$ cat src/rtl/core/assert_macros.svh
// Assertion macros shared by the RTL of the UTF-8 newline/escape decoder.
// No dependencies; included by the files that carry assertions.
`ifndef ASSERT_MACROS_SVH
`define ASSERT_MACROS_SVH

// Implication check on every rising clock edge outside reset.
`define ASSERT_IMPLY(label, clk, rst, ante, cons) \
  label: assert property (@(posedge clk) disable iff (rst) (ante) |-> (cons)) \
    else $error("assertion failed: implication");

// Condition that must never be seen outside reset.
`define ASSERT_NEVER(label, clk, rst, cond) \
  label: assert property (@(posedge clk) disable iff (rst) !(cond)) \
    else $error("assertion failed: forbidden condition");

`endif

$ cat src/rtl/core/u8d_pkg.sv
// Package for the UTF-8 newline/escape decoder: decoder state, result
// record, error codes and byte constants. No dependencies.
`default_nettype none

package u8d_pkg;

  localparam int CpWidth  = 21;
  localparam int ErrWidth = 3;

  localparam logic [ErrWidth-1:0] ERR_OK       = 3'd0;
  localparam logic [ErrWidth-1:0] ERR_STRAY    = 3'd1;
  localparam logic [ErrWidth-1:0] ERR_MISSING  = 3'd2;
  localparam logic [ErrWidth-1:0] ERR_BAD_LEAD = 3'd3;
  localparam logic [ErrWidth-1:0] ERR_TRUNC    = 3'd4;

  localparam logic [7:0] CHAR_LF        = 8'h0A;
  localparam logic [7:0] CHAR_CR        = 8'h0D;
  localparam logic [7:0] CHAR_BACKSLASH = 8'h5C;

  typedef struct packed {
    logic [1:0]         followers_left;
    logic [CpWidth-1:0] partial_point;
    logic               escape_pending;
    logic               after_carriage_return;
  } dec_state_t;

  typedef struct packed {
    logic                valid;
    logic [CpWidth-1:0]  code_point;
    logic                escaped;
    logic [ErrWidth-1:0] error_code;
    logic                stream_end;
  } dec_result_t;

endpackage

`default_nettype wire

$ cat src/rtl/core/u8d_step.sv
// Combinational decode of one byte: next decoder state and optional result.
// Depends on u8d_pkg.
`default_nettype none

module u8d_step (
  input  wire logic [7:0]          in_byte,
  input  wire logic                end_of_input,
  input  wire u8d_pkg::dec_state_t cur,
  output u8d_pkg::dec_state_t      nxt,
  output u8d_pkg::dec_result_t     res
);

  logic                         fail_en;
  logic [u8d_pkg::ErrWidth-1:0] fail_code;
  logic                         lead_seen;
  logic [u8d_pkg::CpWidth-1:0]  shifted;

  assign shifted = {cur.partial_point[u8d_pkg::CpWidth-7:0], in_byte[5:0]};

  always_comb begin
    nxt            = cur;
    fail_en        = 1'b0;
    fail_code      = u8d_pkg::ERR_OK;
    lead_seen      = 1'b0;
    res.valid      = 1'b0;
    res.code_point = '0;
    res.escaped    = 1'b0;
    res.error_code = u8d_pkg::ERR_OK;
    res.stream_end = end_of_input;

    if (cur.followers_left != 2'd0) begin
      nxt.after_carriage_return = 1'b0;
      if (in_byte[7:6] != 2'b10) begin
        fail_en   = 1'b1;
        fail_code = u8d_pkg::ERR_MISSING;
      end else begin
        nxt.partial_point  = shifted;
        nxt.followers_left = cur.followers_left - 2'd1;
        if (cur.followers_left == 2'd1) begin
          res.valid          = 1'b1;
          res.code_point     = shifted;
          res.escaped        = cur.escape_pending;
          nxt.escape_pending = 1'b0;
        end else if (end_of_input) begin
          fail_en   = 1'b1;
          fail_code = u8d_pkg::ERR_TRUNC;
        end
      end
    end else if (cur.after_carriage_return && in_byte == u8d_pkg::CHAR_LF) begin
      // LF right after an emitted CR is folded into that newline
      nxt.after_carriage_return = 1'b0;
    end else begin
      nxt.after_carriage_return = 1'b0;
      case (in_byte) inside
        8'b0???????: begin
          if (in_byte == u8d_pkg::CHAR_BACKSLASH && !cur.escape_pending) begin
            nxt.escape_pending = 1'b1;
            if (end_of_input) begin
              // trailing backslash: escaped zero
              nxt.escape_pending = 1'b0;
              res.valid          = 1'b1;
              res.escaped        = 1'b1;
            end
          end else begin
            nxt.escape_pending = 1'b0;
            res.valid          = 1'b1;
            res.escaped        = cur.escape_pending;
            if (in_byte == u8d_pkg::CHAR_CR) begin
              nxt.after_carriage_return = 1'b1;
              res.code_point = {{(u8d_pkg::CpWidth-8){1'b0}}, u8d_pkg::CHAR_LF};
            end else begin
              res.code_point = {{(u8d_pkg::CpWidth-8){1'b0}}, in_byte};
            end
          end
        end
        8'b10??????: begin
          fail_en   = 1'b1;
          fail_code = u8d_pkg::ERR_STRAY;
        end
        8'b110?????: begin
          lead_seen          = 1'b1;
          nxt.partial_point  = {{(u8d_pkg::CpWidth-5){1'b0}}, in_byte[4:0]};
          nxt.followers_left = 2'd1;
        end
        8'b1110????: begin
          lead_seen          = 1'b1;
          nxt.partial_point  = {{(u8d_pkg::CpWidth-4){1'b0}}, in_byte[3:0]};
          nxt.followers_left = 2'd2;
        end
        8'b11110???: begin
          lead_seen          = 1'b1;
          nxt.partial_point  = {{(u8d_pkg::CpWidth-3){1'b0}}, in_byte[2:0]};
          nxt.followers_left = 2'd3;
        end
        default: begin
          fail_en   = 1'b1;
          fail_code = u8d_pkg::ERR_BAD_LEAD;
        end
      endcase
      if (lead_seen && end_of_input) begin
        fail_en   = 1'b1;
        fail_code = u8d_pkg::ERR_TRUNC;
      end
    end

    if (fail_en) begin
      nxt.followers_left = 2'd0;
      nxt.partial_point  = '0;
      nxt.escape_pending = 1'b0;
      res.valid          = 1'b1;
      res.code_point     = '0;
      res.escaped        = 1'b0;
      res.error_code     = fail_code;
    end

    if (end_of_input) begin
      nxt = '0;
    end
  end

endmodule

`default_nettype wire

$ cat src/rtl/core/u8d_out_reg.sv
// Result register of the decoder: holds one result until it is transferred.
// Depends on u8d_pkg and assert_macros.svh.
`default_nettype none
`include "assert_macros.svh"

module u8d_out_reg (
  input  wire logic                 clk,
  input  wire logic                 rst,
  input  wire logic                 load,
  input  wire u8d_pkg::dec_result_t load_res,
  output logic                      can_load,
  output logic                      out_valid,
  input  wire logic                 out_ready,
  output u8d_pkg::dec_result_t      held
);

  assign can_load = !out_valid || out_ready;

  always_ff @(posedge clk) begin
    if (rst) begin
      out_valid <= 1'b0;
    end else if (can_load) begin
      out_valid <= load;
    end
  end

  always_ff @(posedge clk) begin
    if (can_load && load) begin
      held <= load_res;
    end
  end

  `ASSERT_IMPLY(a_err_zero_payload, clk, rst,
    out_valid && held.error_code != u8d_pkg::ERR_OK,
    held.code_point == '0 && !held.escaped)
  `ASSERT_IMPLY(a_err_code_range, clk, rst, out_valid,
    held.error_code <= u8d_pkg::ERR_TRUNC)
  `ASSERT_IMPLY(a_stall_blocks_load, clk, rst, out_valid && !out_ready, !can_load)

endmodule

`default_nettype wire

$ cat src/rtl/core/utf8_decode_newline_escape.sv
// Top level of the UTF-8 decoder with newline folding and backslash escapes.
// Depends on u8d_pkg, u8d_step, u8d_out_reg and assert_macros.svh.
//
//  channel | ports                                    | transfer when
//  --------+------------------------------------------+----------------------
//  input   | in_byte, end_of_input                    | in_valid && in_ready
//  output  | code_point, escaped, error_code, stream_end | out_valid && out_ready
//
// One byte per clock while the output is not stalled; a result passes the input
// register, then the result register, before it is on the outputs.
// Decoder state updates when the registered byte is decoded; rate is set by
// the combinational decode between the input and result registers.
// Synchronous active-high reset clears both registers' valid and the state.
// A stalled output holds the input register only when that byte yields a result.
`default_nettype none
`include "assert_macros.svh"

module utf8_decode_newline_escape (
  input  wire logic                         clk,
  input  wire logic                         rst,
  input  wire logic                         in_valid,
  output logic                              in_ready,
  input  wire logic [7:0]                   in_byte,
  input  wire logic                         end_of_input,
  output logic                              out_valid,
  input  wire logic                         out_ready,
  output logic [u8d_pkg::CpWidth-1:0]       code_point,
  output logic                              escaped,
  output logic [u8d_pkg::ErrWidth-1:0]      error_code,
  output logic                              stream_end
);

  logic                 s1_valid;
  logic [7:0]           s1_byte;
  logic                 s1_end;
  logic                 s1_done;
  logic                 can_load;
  u8d_pkg::dec_state_t  state;
  u8d_pkg::dec_state_t  state_next;
  u8d_pkg::dec_result_t step_res;
  u8d_pkg::dec_result_t held;

  u8d_step u_step (
    .in_byte      (s1_byte),
    .end_of_input (s1_end),
    .cur          (state),
    .nxt          (state_next),
    .res          (step_res)
  );

  // byte leaves stage 1 when it has no result or the result register is free
  assign s1_done  = s1_valid && (!step_res.valid || can_load);
  assign in_ready = !s1_valid || s1_done;

  always_ff @(posedge clk) begin
    if (rst) begin
      s1_valid <= 1'b0;
      state    <= '0;
    end else begin
      if (in_ready) begin
        s1_valid <= in_valid;
      end
      if (s1_done) begin
        state <= state_next;
      end
    end
  end

  always_ff @(posedge clk) begin
    if (in_ready && in_valid) begin
      s1_byte <= in_byte;
      s1_end  <= end_of_input;
    end
  end

  u8d_out_reg u_out (
    .clk       (clk),
    .rst       (rst),
    .load      (s1_valid && step_res.valid),
    .load_res  (step_res),
    .can_load  (can_load),
    .out_valid (out_valid),
    .out_ready (out_ready),
    .held      (held)
  );

  assign code_point = held.code_point;
  assign escaped    = held.escaped;
  assign error_code = held.error_code;
  assign stream_end = held.stream_end;

  `ASSERT_IMPLY(a_follow_no_cr, clk, rst, state.followers_left != 2'd0,
    !state.after_carriage_return)
  `ASSERT_IMPLY(a_ready_when_empty, clk, rst, !out_valid, in_ready)
  `ASSERT_IMPLY(a_end_clears_state, clk, rst, s1_done && s1_end,
    state_next == '0)

endmodule

`default_nettype wire

$ cat config.mk
export PLATFORM = sky130hd
export DESIGN_NAME = utf8_decode_newline_escape
export DESIGN_NICKNAME = d
export VERILOG_FILES = /design/src/rtl/core/u8d_pkg.sv /design/src/rtl/core/u8d_step.sv /design/src/rtl/core/u8d_out_reg.sv /design/src/rtl/core/utf8_decode_newline_escape.sv
export VERILOG_INCLUDE_DIRS = /design/src /design/src/rtl/core
export SDC_FILE = /design/constraint.sdc
export NUM_CORES = 1
export LEC_CHECK = 0
export BUFFER_PORTS_ARGS = -buffer_cell sky130_fd_sc_hd__buf_4
export CORE_MARGIN = 2
export CORE_UTILIZATION = 58
export CTS_BUF_LIST = sky130_fd_sc_hd__clkbuf_8
export CTS_CLUSTER_DIAMETER = 200
export DETAILED_ROUTE_END_ITERATION = 16
export PLACE_DENSITY = 0.82
export SETUP_SLACK_MARGIN = 0.05
export SYNTH_ARGS = -nofsm -noshare
export SYNTH_HDL_FRONTEND = slang
export SYNTH_SLANG_ARGS = --single-unit
export TNS_END_PERCENT = 20
$ cat constraint.sdc
create_clock -name clk -period 4.1 [get_ports clk]
set_clock_uncertainty 0.15 [all_clocks]
set_input_delay 0.205 -clock clk [delete_from_list [all_inputs] [get_ports clk]]
set_output_delay 0.205 -clock clk [all_outputs]
set_load 0.02 [all_outputs]
# --- After elaboration in Yosys (flattened, before gate mapping) ---
# Index checks and enable logic that the tools add are counted.
totals:
  regBits: 56
  latch_bits: 0
  ramBits: 0
  mem_bits_ro: 0
  in_bits: 13
  output_inout_bits: 28
  word_cells: 101
  memories: 0
classes:
  n_addsub: 1
  mul: 0
  n_div: 0
  n_lt_le_gt_ge: 0
  eq_ne: 14
  n_shift: 0
  mux: 55
  bitwise: 0
  reduce_logical: 19
op_table:
  columns: ["operator", "count"]
  rows:
  - ["$mux 23", 10]
  - ["$mux 24", 3]
  - ["$mux 25", 2]
  - ["$mux 3", 10]
  - ["$mux 26", 1]
  - ["$mux 1", 25]
  - ["$eq 8x4->1 const B", 2]
  - ["$mux 7", 2]
  - ["$eq 8x7->1 const B", 1]
  - ["$ne 4x2->1 const B", 2]
  - ["$ne 4x3->1 const B", 2]
  - ["$logic_and 1x1->1", 7]
  - ["$reduce_and 6->1", 1]
  - ["$reduce_bool 6->1", 1]
  - ["$eq 5x5->1 const B", 1]
  - ["$reduce_and 5->1", 1]
  - ["$eq 4x4->1 const B", 1]
  - ["$logic_not 1->1", 4]
  - ["$mux 2", 2]
  - ["$ne 4x1->1 const B", 1]
  - ["$reduce_bool 4->1", 1]
  - ["$eq 3x3->1 const B", 1]
  - ["$logic_or 1x1->1", 3]
  - ["$eq 2x1->1 const B", 1]
  - ["4 further kinds", 4]

# --- Depth between registers and ports, before layout ---
# Gate-level depths: netlist of run 1.
depth:
  depth_word: 18
  mapped_depth: 8
  ltp_nobuf: 5

# --- By module ---
# Synthesis of run 1 repeated with hierarchy kept, for this count alone.
unflattened:
  hier_cells: 317
  hier_area_um2: 3464.6
modules_own_cells:
  columns: ["module", "instances", "cells_each", "area_per_inst_um2"]
  rows:
  - ["utf8_decode_newline_escape", 1, 125, 1462.7]
  - ["u8d_step", 1, 160, 1136.1]
  - ["u8d_out_reg", 1, 32, 865.8]

# --- Least setup slack after synthesis of run 1 ---
# Ideal clock, no wire load.
synth_path:
  kind: "flip-flop to flip-flop"
  start: "register s1_byte[7]"
  end: "register u_out.held[0] (netlist name)"
  setup_ns: 0.409
  arrival_ns: 2.514
  required_time_ns: 3.541
  path_slack_ns: 1.027
  stages_incl_launch_ff: 7
  n_path_buf: 1
  synth_period_minus_slack_ns: 3.073
  path_cell_list: "edfxtp_1 buf_6 or3_1 a31oi_2 a2bb2oi_1 nand2b_1 nor2_1"
synth_between:
  elab_chain_cells: 15
synth_lines:
  columns: ["item", "line", "rtl"]
  rows:
  - ["from (decl)", "utf8_decode_newline_escape.sv:34", "logic [7:0] s1_byte;"]
  - ["from (signal assigned)", "utf8_decode_newline_escape.sv:71", "s1_byte <= in_byte;"]
  - ["$eq 5x5->1 (no line)", null, null]
  - ["$mux 1 (5 in a row)", "u8d_step.sv:54", "case (in_byte) inside"]
  - ["$mux 1", "u8d_step.sv:49", "end else if (cur.after_carriage_return && in_byte == u8d_pkg::CHAR_LF) begin"]
  - ["$mux 1", "u8d_step.sv:31", "if (cur.followers_left != 2'd0) begin"]
  - ["$logic_and 1x1->1", "u8d_step.sv:100", "if (lead_seen && end_of_input) begin"]
  - ["$mux 1", "u8d_step.sv:100", null]
  - ["$mux 1", "u8d_step.sv:49", null]
  - ["$mux 1", "u8d_step.sv:31", null]
  - ["$mux 26 (*)", "u8d_step.sv:106", "if (fail_en) begin"]
  - ["$logic_and 1x1->1 (*)", "utf8_decode_newline_escape.sv:79", ".load (s1_valid && step_res.valid),"]
  - ["$logic_and 1x1->1 (*)", "u8d_out_reg.sv:28", "if (can_load && load) begin"]
# Mark *: on every way between the ends. The rest lies on a longest branch, timed or not. The select of a mux whose other input is x is not followed.
# A chain may end at the register's enable or synchronous reset.

# --- Final worst setup path of run 1 ---
layout_path:
  start: "register s1_byte[7]"
  end: "register u_out.held[22] (netlist name)"
layout_between:
  elab_chain_cells: 15
layout_lines:
  columns: ["item", "line"]
  rows:
  - ["$eq 5x5->1 (no line)", null]
  - ["$mux 1 (5 in a row)", "u8d_step.sv:54"]
  - ["$mux 1", "u8d_step.sv:49"]
  - ["$mux 1", "u8d_step.sv:31"]
  - ["$logic_and 1x1->1", "u8d_step.sv:100"]
  - ["$mux 1", "u8d_step.sv:100"]
  - ["$mux 1", "u8d_step.sv:49"]
  - ["$mux 1", "u8d_step.sv:31"]
  - ["$mux 26 (*)", "u8d_step.sv:106"]
  - ["$logic_and 1x1->1 (*)", "utf8_decode_newline_escape.sv:79"]
  - ["$logic_and 1x1->1 (*)", "u8d_out_reg.sv:28"]
# Marked as above.

==> results of run 1 <==
## final timing paths
path	endpoint	startpoint	cells after the start	slack, ns
max	u_out.held[22]$_SDFFCE_PP0P_	s1_byte[7]$_DFFE_PP_	6	1.20
min	u_out.out_valid$_SDFFE_PP0P_	out_ready	3	0.18
max reg2reg	u_out.held[22]$_SDFFCE_PP0P_	s1_byte[7]$_DFFE_PP_	6	1.20
min reg2reg	state[16]$_SDFFE_PP0P_	state[16]$_SDFFE_PP0P_	2	0.32
## metal layers
metal | share of wire [%] | wire [um]
met1 | 41 | 1930
met4 | 1.3 | 60
met5 | 0 | 0
met2 | 52 | 2440
met3 | 5.2 | 245
## area by class of cell
class / count / area [um2]
flip-flops and latches: 56 / 1470
fillers: 283 / 1080
multi-input cells: 132 / 870
repair buffers: 54 / 435
clock buffers: 5 / 68.8
well taps: 50 / 62.6
clock inverters: 3 / 25.0
inverters: 4 / 15.0
## cell usage in the layout, fill, tap and decap left out, drive strengths merged, types with 3 or more instances in the layout
cell type,n
clkbuf,5
dlygate4sd3,12
nand2b,3
nor4,3
o21ai,5
o31ai,3
nand2,30
nor2,7
nand3,9
and3,5
and2,17
mux2i,15
inv,5
buf,42
edfxtp,35
dfxtp,21
a21oi,4
## stage by stage
step                      area [um2]  std cells  setup slack (ns)
after floorplan                 2450        202              1.03
final                           2950        304              1.20
after global placement          2730        284              1.29
after detailed placement        2730        284              1.23
after CTS                       2950        304              1.21
after global routing            2950        304              1.03
## kinds of logic after synthesis
logic type | synth area share (%)
compound gates | 8.80
buf+inv | 4.40
flops | 60.2
mux | 6.14
simple gates | 20.5
## Yosys cell counts, drive strengths merged, types with 2 or more instances
master	count
a21oi	4
or3	2
inv	3
o2111ai	2
o21ai	5
buf	5
nor2b	2
nand2b	3
nand2	30
edfxtp	35
dfxtp	21
and3	5
a31oi	2
and4bb	2
o41ai	2
o21a	2
nor4	3
nor2	7
and2	17
nand3	9
mux2i	15
clkbuf	3
o311ai	2
o31ai	3
## worst min-delay path: cells and delay by family
kind                   cells  cell delay [ns]
AND/OR/NAND/NOR            1             0.23
AO/OA/AOI/OAI              1             0.10
buffers and inverters      1             0.08
## sequential cells by signal (all words and copies together), names as in the netlist
register,flops
u_out.held,26
state,19
s1_byte,8
s1_end,1
s1_valid,1
u_out.out_valid,1
## power by group through the flow
stage,logic [mW],clock network [mW],registers [mW]
after global placement,0.104,0,0.649
after global routing,0.125,0.340,0.641
final,0.115,0.313,0.638
after CTS,0.115,0.319,0.637
after detailed placement,0.105,0,0.650
after floorplan,0.0620,0,0.658
## repair_timing
| item | 4_1_cts | 5_1_grt |
|---|---|---|
| buffers inserted | 0 | 0 |
| hold buffers | 12 | 0 |
| gates resized for setup | 0 | 0 |
| endpoints found under the hold margin | 12 | 0 |
==> results.py, run 1 <==
metrics = {
    "status": {
        "status": "finished clean",
    },
    "global_route": {
        "antenna_found_initial": 0,
        "busiest_layer": "met2",
        "grt_util_all_layers_pct": 22.2,
        "grtUsageMet1_pct": 29.1,
        "grt_max_degree": 20,
        "grt_pass1_wl_mm": 7.44,
        "grtUsageMet2_pct": 35.1,
        "use_met3_pct": 5.68,
        "grt_overflow": 0,
        "grt_pass1_vias": 1566,
    },
    "power_and_ir_drop": {
        "clock_power_share_pct": 29.4,
        "p_sw_mw": 0.269,
        "report.power.total_mw": 1.07,
        "power.share.sequential_pct": 59.8,
        "power_density_nw_per_um2": 361,
        "p_int_mw": 0.796,
        "power_frac_comb_pct": 10.8,
        "p_sw_share_pct": 25.2,
        "p_leak_nw": 1.16,
        "ir_worst_vdd_mv": 0.235,
    },
    "logic_synthesis": {
        "yosysSeqAreaShare_pct": 60.2,
        "synth_area_leaders": "edfxtp_1, dfxtp_1, mux2i_1, nand2_1, and2_1",
        "syn-num-nets": 215,
        "syn_inst": 202,
        "synth_area_leader_cell": "edfxtp_1",
        "ys_warn_count": 0,
        "ys.flop_type": "edfxtp_1",
        "netlist_area_um2": 2450,
        "synth-seq-cells": 56,
        "async_reset_ff_share_pct": 0,
        "ys_types": 49,
        "synth.top_cell.area_share_pct": 43.0,
        "avgSynthCellArea_um2": 12.1,
        "synth_edf_count": 35,
    },
    "cts": {
        "cts_buffers": 5,
        "clkTransAtPathRegs_ns": 0.10,
        "cts.sinks": 56,
        "htree_levels": 2,
        "cts_buffer_depth": 2,
        "root_buffer": "clkbuf_8",
        "insertion_delay_ns": 0.32,
        "tritoncts": "built",
    },
    "timing": {
        "setup_viol": 0,
        "tns_ns": 0,
        "rsz0062_at_grt": "false",
        "slew_headroom_pct": 42.9,
        "fin_hold_ws_ns": 0.179,
        "period_needed_ns": 2.90,
        "tightest_slew_ns": 0.850,
        "final_hold_viol_count": 0,
        "finalCritPeriodShare_pct": 70.9,
        "max_freq_mhz": 344,
        "final_max_slew_viol_count": 0,
    },
    "route": {
        "ant_nets": 0,
        "drc": 0,
        "initialDrtViolationCount": 167,
        "vias": 1732,
        "wire_per_inst_um": 15.4,
        "firstDrtPassIters": 4,
        "avgViaCountPerCell": 5.70,
        "routed_wl_mm": 4.67,
    },
    "layout": {
        "drive_gt1_share_pct": 24.0,
        "final_nets": 266,
        "post-route-util_pct": 73.2,
        "syn2layout_area_growth_pct": 20.5,
        "diodes": 0,
    },
    "place": {
        "place_congestion": 0.888,
        "dp_hpwl_mm": 3.20,
        "io_buffers": 40,
    },
    "critical_path": {
        "slowest_delay_ns": 0.54,
        "crit_family": "simple AND/OR/NAND/NOR gates",
        "cp_data_arrival_time_ns": 2.77,
        "crit_buf_inv": 1,
        "required_ns": 3.97,
        "crit_type": "reg -> reg",
        "crit_slowest_cell": "nor2_2",
        "crit_fanout": 14,
        "end_kind": "flip-flop",
        "crit_chain": "or3_1 > a31oi_2 > a2bb2oi_1 > nand2b_1 > nor2_2 > buf_4",
        "startpoint_type": "flip-flop",
    },
    "floorplanning": {
        "core_area_um2": 4030,
        "dieArea_um2": 4750,
        "start_util_pct": 60.7,
        "io_pins": 41,
        "die_y_um": 68.9,
        "num_rows": 23,
        "die_x_um": 68.9,
    },
    "hold_path": {
        "hp-class": "in -> reg",
    },
    "run": {
        "drv_cap": 0,
    },
}
Power figures use the tool's default switching activity.
==> inputs of run 2 (changes only) <==
--- a/config.mk
+++ b/config.mk
@@ -6,13 +6,14 @@
 export SDC_FILE = /design/constraint.sdc
 export NUM_CORES = 1
 export LEC_CHECK = 0
+export ABC_AREA = 1
 export BUFFER_PORTS_ARGS = -buffer_cell sky130_fd_sc_hd__buf_4
 export CORE_MARGIN = 2
 export CORE_UTILIZATION = 58
 export CTS_BUF_LIST = sky130_fd_sc_hd__clkbuf_8
 export CTS_CLUSTER_DIAMETER = 200
 export DETAILED_ROUTE_END_ITERATION = 16
-export PLACE_DENSITY = 0.82
+export PLACE_DENSITY = 0.81
 export SETUP_SLACK_MARGIN = 0.05
 export SYNTH_ARGS = -nofsm -noshare
 export SYNTH_HDL_FRONTEND = slang
==> constraint.sdc (replaced) <==
create_clock -name clk -period 3 [get_ports clk]
set_clock_uncertainty 0.15 [all_clocks]
set_input_delay 0.15 -clock clk [delete_from_list [all_inputs] [get_ports clk]]
set_output_delay 0.15 -clock clk [all_outputs]
set_load 0.02 [all_outputs]
==> run 2 against run 1 <==
Effect of this change:
- clock-buffer cell count unchanged
- register-to-register slack worse by 0.57 ns
- worst setup slack worse by 0.57 ns
- sequential power up 41%
- clock power up 26%
- global-route usage about the same
- combinational power rose to 2.7 times the previous value
- sequential cell count unchanged
- die area up 7.9%
- final cell count up 35%
- synthesized cell count up 50%
- worst hold slack worse by 0.13 ns
- largest cell class unchanged
==> results.py, run 2 <==
metrics = {
    "logic_synthesis": {
        "syn_inst": 303,
        "ys.flop_type": "edfxtp_1",
        "avgSynthCellArea_um2": 8.75,
        "synth-seq-cells": 56,
        "synth_edf_count": 35,
        "yosysSeqAreaShare_pct": 55.5,
        "ys_warn_count": 0,
        "async_reset_ff_share_pct": 0,
        "synth_area_leader_cell": "edfxtp_1",
        "synth.most_common_cell": "nand2_1",
        "ys_types": 28,
        "synth_area_leaders": "edfxtp_1, dfxtp_1, nand2_1, nor2_1, inv_1",
        "netlist_area_um2": 2650,
        "syn-num-nets": 316,
        "synth.top_cell.area_share_pct": 39.7,
        "ys_top_cells_by_count": "nand2_1, nor2_1, inv_1, edfxtp_1",
    },
    "cts": {
        "insertion_delay_ns": 0.31,
        "tritoncts": "built",
        "cts_buffers": 5,
        "cts.sinks": 56,
        "cts_buffer_depth": 2,
        "clkTransAtPathRegs_ns": 0.10,
        "htree_levels": 2,
        "cts_setup_buffers": 0,
        "cts-resized-gates": 0,
        "holdBufCountCts": 11,
        "root_buffer": "clkbuf_8",
    },
    "floorplanning": {
        "io_pins": 41,
        "die_x_um": 71.6,
        "num_rows": 24,
        "start_util_pct": 60.4,
        "core_area_um2": 4380,
        "dieArea_um2": 5130,
        "die_y_um": 71.6,
    },
    "timing": {
        "final_hold_viol_count": 0,
        "period_needed_ns": 2.37,
        "setup_viol": 0,
        "finalCritPeriodShare_pct": 79.1,
        "final_max_slew_viol_count": 0,
        "slew_headroom_pct": 46.9,
        "max_freq_mhz": 421,
        "tightest_slew_ns": 0.793,
        "rsz0062_at_grt": "false",
        "tns_ns": 0,
    },
    "critical_path": {
        "crit_start": "s1_byte[6]$_DFFE_PP_",
        "rr_endpoint": "state[7]$_SDFFE_PP0P_",
        "end_kind": "flip-flop",
        "crit_path_frequent_cell": "nand2_1",
        "crit_slowest_cell": "nor2_1",
        "required_ns": 3.11,
        "r2r_slack_ns": 0.63,
        "cp_data_arrival_time_ns": 2.48,
        "crit_chain": "inv_2 > nand2_1 > a21boi_4 > nand3_1 > nor2_1 > nand2_1 > nand4_1 > nand2_1 > nor2_1",
        "slowest_delay_ns": 0.61,
        "r2r-start": "s1_byte[6]$_DFFE_PP_",
        "crit_fanout": 10,
        "r2r_cells": 9,
        "startpoint_type": "flip-flop",
        "crit_type": "reg -> reg",
    },
    "layout": {
        "syn2layout_area_growth_pct": 20.1,
        "top_regs": "u_out.held x26, state x19, s1_byte x8",
        "diodes": 0,
        "mostFrequentLayoutCell": "nand2_1",
        "most-common-layout-cells": "nand2_1, nor2_1, inv_1",
        "drive_gt1_share_pct": 22.4,
        "largest_register": "u_out.held",
        "final_nets": 369,
        "largest_register_ff_count": 26,
    },
    "status": {
        "status": "finished clean",
    },
    "hold_path": {
        "holdPathEnd": "u_out.out_valid$_SDFFE_PP0P_",
        "hp-class": "in -> reg",
        "hold_depth": 4,
        "min_from": "out_ready",
    },
    "route": {
        "initialDrtViolationCount": 131,
        "highest_layer": "met4",
        "wl_met2_mm": 2.54,
        "ant_nets": 0,
        "m1WireLength_mm": 2.55,
        "firstDrtPassIters": 4,
        "route.met3.wl_um": 236,
        "vias": 2130,
        "drc": 0,
        "wire_per_inst_um": 13.3,
        "routed_wl_mm": 5.44,
        "avgViaCountPerCell": 5.21,
    },
    "power_and_ir_drop": {
        "p_leak_nw": 1.40,
        "report.power.total_mw": 1.60,
        "ir_worst_vdd_mv": 0.250,
        "power_density_nw_per_um2": 502,
    },
    "global_route": {
        "grt_pass1_vias": 1931,
        "grt_pass1_wl_mm": 8.89,
        "grt_overflow": 0,
        "antenna_found_initial": 0,
        "grt_util_all_layers_pct": 22.2,
        "grt_max_degree": 23,
    },
    "run": {
        "drv_cap": 0,
    },
    "place": {
        "dp_hpwl_mm": 3.83,
        "place_congestion": 0.877,
        "io_buffers": 40,
    },
}
-- run 2: cell types whose count changed after synthesis, sizes merged, moves of 3 or more --
cell | previous run | this run
a21oi | 4 | 8
and2 | 17 | 0
and3 | 5 | 0
inv | 3 | 53
mux2i | 15 | 0
nand2 | 30 | 68
nand2b | 3 | 0
nand3 | 9 | 21
nand4 | 1 | 21
nor2 | 7 | 53
nor3 | 0 | 4
o31ai | 3 | 0
-- run 2: how the worst max path moves through the flow --
stage	to	slack (ns)	depth (start not counted)
final	state[7]$_SDFFE_PP0P_	0.63	9
after global routing	state[7]$_SDFFE_PP0P_	0.51	9
after CTS	state[4]$_SDFFE_PP0P_	0.72	11
after detailed placement	state[4]$_SDFFE_PP0P_	0.74	11
after global placement	state[7]$_SDFFE_PP0P_	0.74	9
after floorplan	u_out.held[0]$_DFFE_PP_	0.20	8
-- run 2: layout make-up --
cell class / count / area [um2]
sequential: 56 / 1470
fill: 349 / 1200
multi-input combinational: 183 / 915
timing repair buffer: 55 / 440
inverter: 55 / 208
clock buffer: 5 / 68.8
tap: 52 / 65.1
clock inverter: 3 / 15.0
-- run 2: kinds of logic (layout without fill, tap and decap cells) --
| logic type | after synthesis | count (layout) | share of synthesized area, % |
|---|---|---|---|
| simple gates | 169 | 169 | 31.2 |
| buf+inv | 64 | 118 | 10.1 |
| flops | 56 | 56 | 55.5 |
| compound gates | 14 | 14 | 3.26 |
-- run 2: per-stage QoR --
step / hold WS, ns / setup slack [ns] / utilization [%] / instance area, um2 / std cells
after detailed placement: 0.179 / 0.737 / 68.2 / 2990 / 390
final: 0.0458 / 0.627 / 72.6 / 3180 / 409
after global placement: 0.178 / 0.737 / 68.2 / 2990 / 390
after CTS: 0.0421 / 0.721 / 72.6 / 3180 / 409
after floorplan: 0.0691 / 0.196 / - / 2650 / 303
after global routing: 0.0954 / 0.513 / 72.6 / 3180 / 409
-- run 2: worst max-delay path: cells and delay by family (launching register included) --
kind                   cells  cell delay, ns
and+or+nand+nor            7            1.34
DFF                        1            0.49
AOI/OAI and AO/OA          1            0.21
buffers and inverters      1            0.13
-- run 2: routing by layer --
metal / global-route usage (%) / vias to the layer above
met5: 0 / -
met4: 7.97 / 0
met3: 4.22 / 9
met2: 35.5 / 58
met1: 30.3 / 982
li1: - / 1081
-- run 2: where the power goes --
part / switching [mW] / internal (mW) / total (mW)
Combinational: 0.192 / 0.113 / 0.305
Sequential: 0.0292 / 0.872 / 0.901
Clock: 0.233 / 0.161 / 0.394
==> inputs of run 3 (changes only) <==
--- a/config.mk
+++ b/config.mk
@@ -9,11 +9,11 @@
 export ABC_AREA = 1
 export BUFFER_PORTS_ARGS = -buffer_cell sky130_fd_sc_hd__buf_4
 export CORE_MARGIN = 2
-export CORE_UTILIZATION = 58
+export CORE_UTILIZATION = 53
 export CTS_BUF_LIST = sky130_fd_sc_hd__clkbuf_8
 export CTS_CLUSTER_DIAMETER = 200
 export DETAILED_ROUTE_END_ITERATION = 16
-export PLACE_DENSITY = 0.81
+export PLACE_DENSITY = 0.78
 export SETUP_SLACK_MARGIN = 0.05
 export SYNTH_ARGS = -nofsm -noshare
 export SYNTH_HDL_FRONTEND = slang
==> constraint.sdc (replaced) <==
create_clock -name clk -period 2.18 [get_ports clk]
set_clock_uncertainty 0.15 [all_clocks]
set_input_delay 0.109 -clock clk [delete_from_list [all_inputs] [get_ports clk]]
set_output_delay 0.109 -clock clk [all_outputs]
set_load 0.02 [all_outputs]
==> run 3 against run 2 <==
Effect of this change:
- non-clock buffer count grew 29
- register-to-register slack lost 0.56 ns
- clock power grew 50%
- maximum frequency grew 13%
- routed wire length grew 12%
- largest power group unchanged
==> results.py, run 3 (synthesized netlist as in run 2, its figures left out) <==
metrics = {
    "power_and_ir_drop": {
        "ir_worst_vdd_mv": 0.460,
        "power_density_nw_per_um2": 659,
        "p_leak_nw": 1.58,
    },
    "timing": {
        "worst_slack_ns": 0.0713,
        "tns_ns": 0,
        "max_freq_mhz": 474,
        "final_hold_viol_count": 0,
        "final_max_slew_viol_count": 0,
        "period_needed_ns": 2.11,
        "rsz0062_at_grt": "true",
        "tightest_slew_ns": 0.647,
        "slew_headroom_pct": 56.7,
        "setup_viol": 0,
        "finalCritPeriodShare_pct": 96.7,
    },
    "global_route": {
        "grt_pass1_wl_mm": 9.04,
        "grt_pass1_vias": 2010,
        "grt_util_all_layers_pct": 21.7,
        "antenna_found_initial": 0,
        "grt_overflow": 0,
        "grt_max_degree": 20,
    },
    "critical_path": {
        "crit_path_frequent_cell": "nand2_2",
        "end_kind": "flip-flop",
        "required_ns": 2.07,
        "r2r_cells": 9,
        "cp_data_arrival_time_ns": 2.00,
        "startpoint_type": "flip-flop",
        "path_depth": 9,
        "crit_type": "reg -> reg",
        "crit_chain": "inv_2 > nand2_2 > nor2_2 > a21oi_2 > nand3_2 > nand3_4 > nand2_2 > nor2_4 > clkbuf_16",
        "crit_slowest_cell": "edfxtp_1",
        "slowest_delay_ns": 0.44,
        "crit_family": "simple AND/OR/NAND/NOR gates",
        "crit_buf_inv": 2,
        "crit_fanout": 7,
    },
    "route": {
        "avgViaCountPerCell": 5.14,
        "routed_wl_mm": 6.11,
        "initialDrtViolationCount": 196,
        "drc": 0,
        "wire_per_inst_um": 13.4,
        "vias": 2337,
        "ant_nets": 0,
        "firstDrtPassIters": 4,
    },
    "cts": {
        "cts.sinks": 56,
        "cts_buffer_depth": 2,
        "tritoncts": "built",
        "htree_levels": 2,
        "cts_buffers": 5,
        "root_buffer": "clkbuf_8",
        "insertion_delay_ns": 0.32,
        "clkTransAtPathRegs_ns": 0.11,
    },
    "floorplanning": {
        "num_rows": 25,
        "io_pins": 41,
        "core_area_um2": 4790,
        "die_y_um": 74.7,
        "dieArea_um2": 5580,
        "die_x_um": 74.7,
        "start_util_pct": 55.4,
    },
    "layout": {
        "diodes": 0,
        "n_fill_cell": 341,
        "drive_gt1_share_pct": 32.2,
        "final_nets": 400,
        "most-common-layout-cells": "buf_4, nand2_1, nor2_1",
        "largest_register_ff_count": 26,
        "syn2layout_area_growth_pct": 37.0,
        "seq_area_um2": 1470,
        "largest_register": "u_out.held",
        "multi_input_area_um2": 1010,
        "top_regs": "u_out.held x26, state x19, s1_byte x8",
        "mostFrequentLayoutCell": "buf_4",
    },
    "run": {
        "drv_cap": 0,
    },
    "status": {
        "status": "finished clean",
    },
    "place": {
        "dp_hpwl_mm": 3.92,
        "place_congestion": 0.924,
        "pre_cts_ws_ns": 0.0137,
        "io_buffers": 40,
    },
    "hold_path": {
        "hp-class": "in -> reg",
        "hold_depth": 4,
    },
}
run 3: changes by cell type in the layout (fill, tap and decap cells not counted), moves of 3 or more:
cell     change
nand2_1      -4
nor2_1       -3
buf_4       +20
buf_12       +4
nand2_2      +4
run 3: cell type report:
type	instances	share of cell area, %
clock buffers	5	1.90
clock inverters	3	0.689
inverters	55	5.82
multi-input cells	185	27.7
flip-flops and latches	56	40.6
well taps	67	2.31
repair buffers	84	21.0
run 3: what timing repair did:
item                       in CTS  in global routing
gates cloned                    0                  4
gates resized for setup         1                 23
setup endpoints to repair      10                 60
hold endpoints to repair       11                  0
hold buffers                   11                  0
pin swaps                       0                 10
buffers inserted                0                 18
run 3: worst paths after layout:
check / from / to / slack (ns)
setup / recovery: s1_byte[7]$_DFFE_PP_ / u_out.held[11]$_SDFFCE_PP0P_ / 0.07
setup reg to reg: s1_byte[7]$_DFFE_PP_ / u_out.held[11]$_SDFFCE_PP0P_ / 0.07
hold reg to reg: state[0]$_SDFFE_PP0P_ / state[0]$_SDFFE_PP0P_ / 0.37
hold / removal: out_ready / s1_valid$_SDFFE_PP0P_ / 0.08
run 3: tightest hold or removal path: stages:
cell and delay [ns]:
buf_4 0.08, nor2_1 0.13, nand3_2 0.14, a21oi_1 0.06
run 3: power by group:
group          internal (mW)  leakage (nW)  switching [mW]
Combinational          0.248          1.03           0.313
Sequential              1.20         0.509          0.0408
Clock                  0.235        0.0452           0.355
run 3: per-stage QoR:
stage	util, %	cells	instance area [um2]	hold WS (ns)	total power [mW]
6_report	75.9	455	3630	0.0831	2.39
5_1_grt	75.9	455	3630	0.116	2.49
4_1_cts	69.2	433	3310	0.0232	2.29
3_5_place_dp	64.9	414	3110	0.138	1.70
3_3_place_gp	64.9	414	3110	0.138	1.69
2_1_floorplan	-	303	2660	0.0281	1.55
run 3: per-layer routing:
layer / wire length (um) / track usage, % / share of wire, % / up-vias
met5: 0 / 0 / 0 / -
met1: 2680 / 29.8 / 44 / 1086
met4: 77 / 6.55 / 1.3 / 0
li1: - / - / - / 1152
met2: 2990 / 35.4 / 49 / 87
met3: 363 / 4.02 / 5.9 / 12
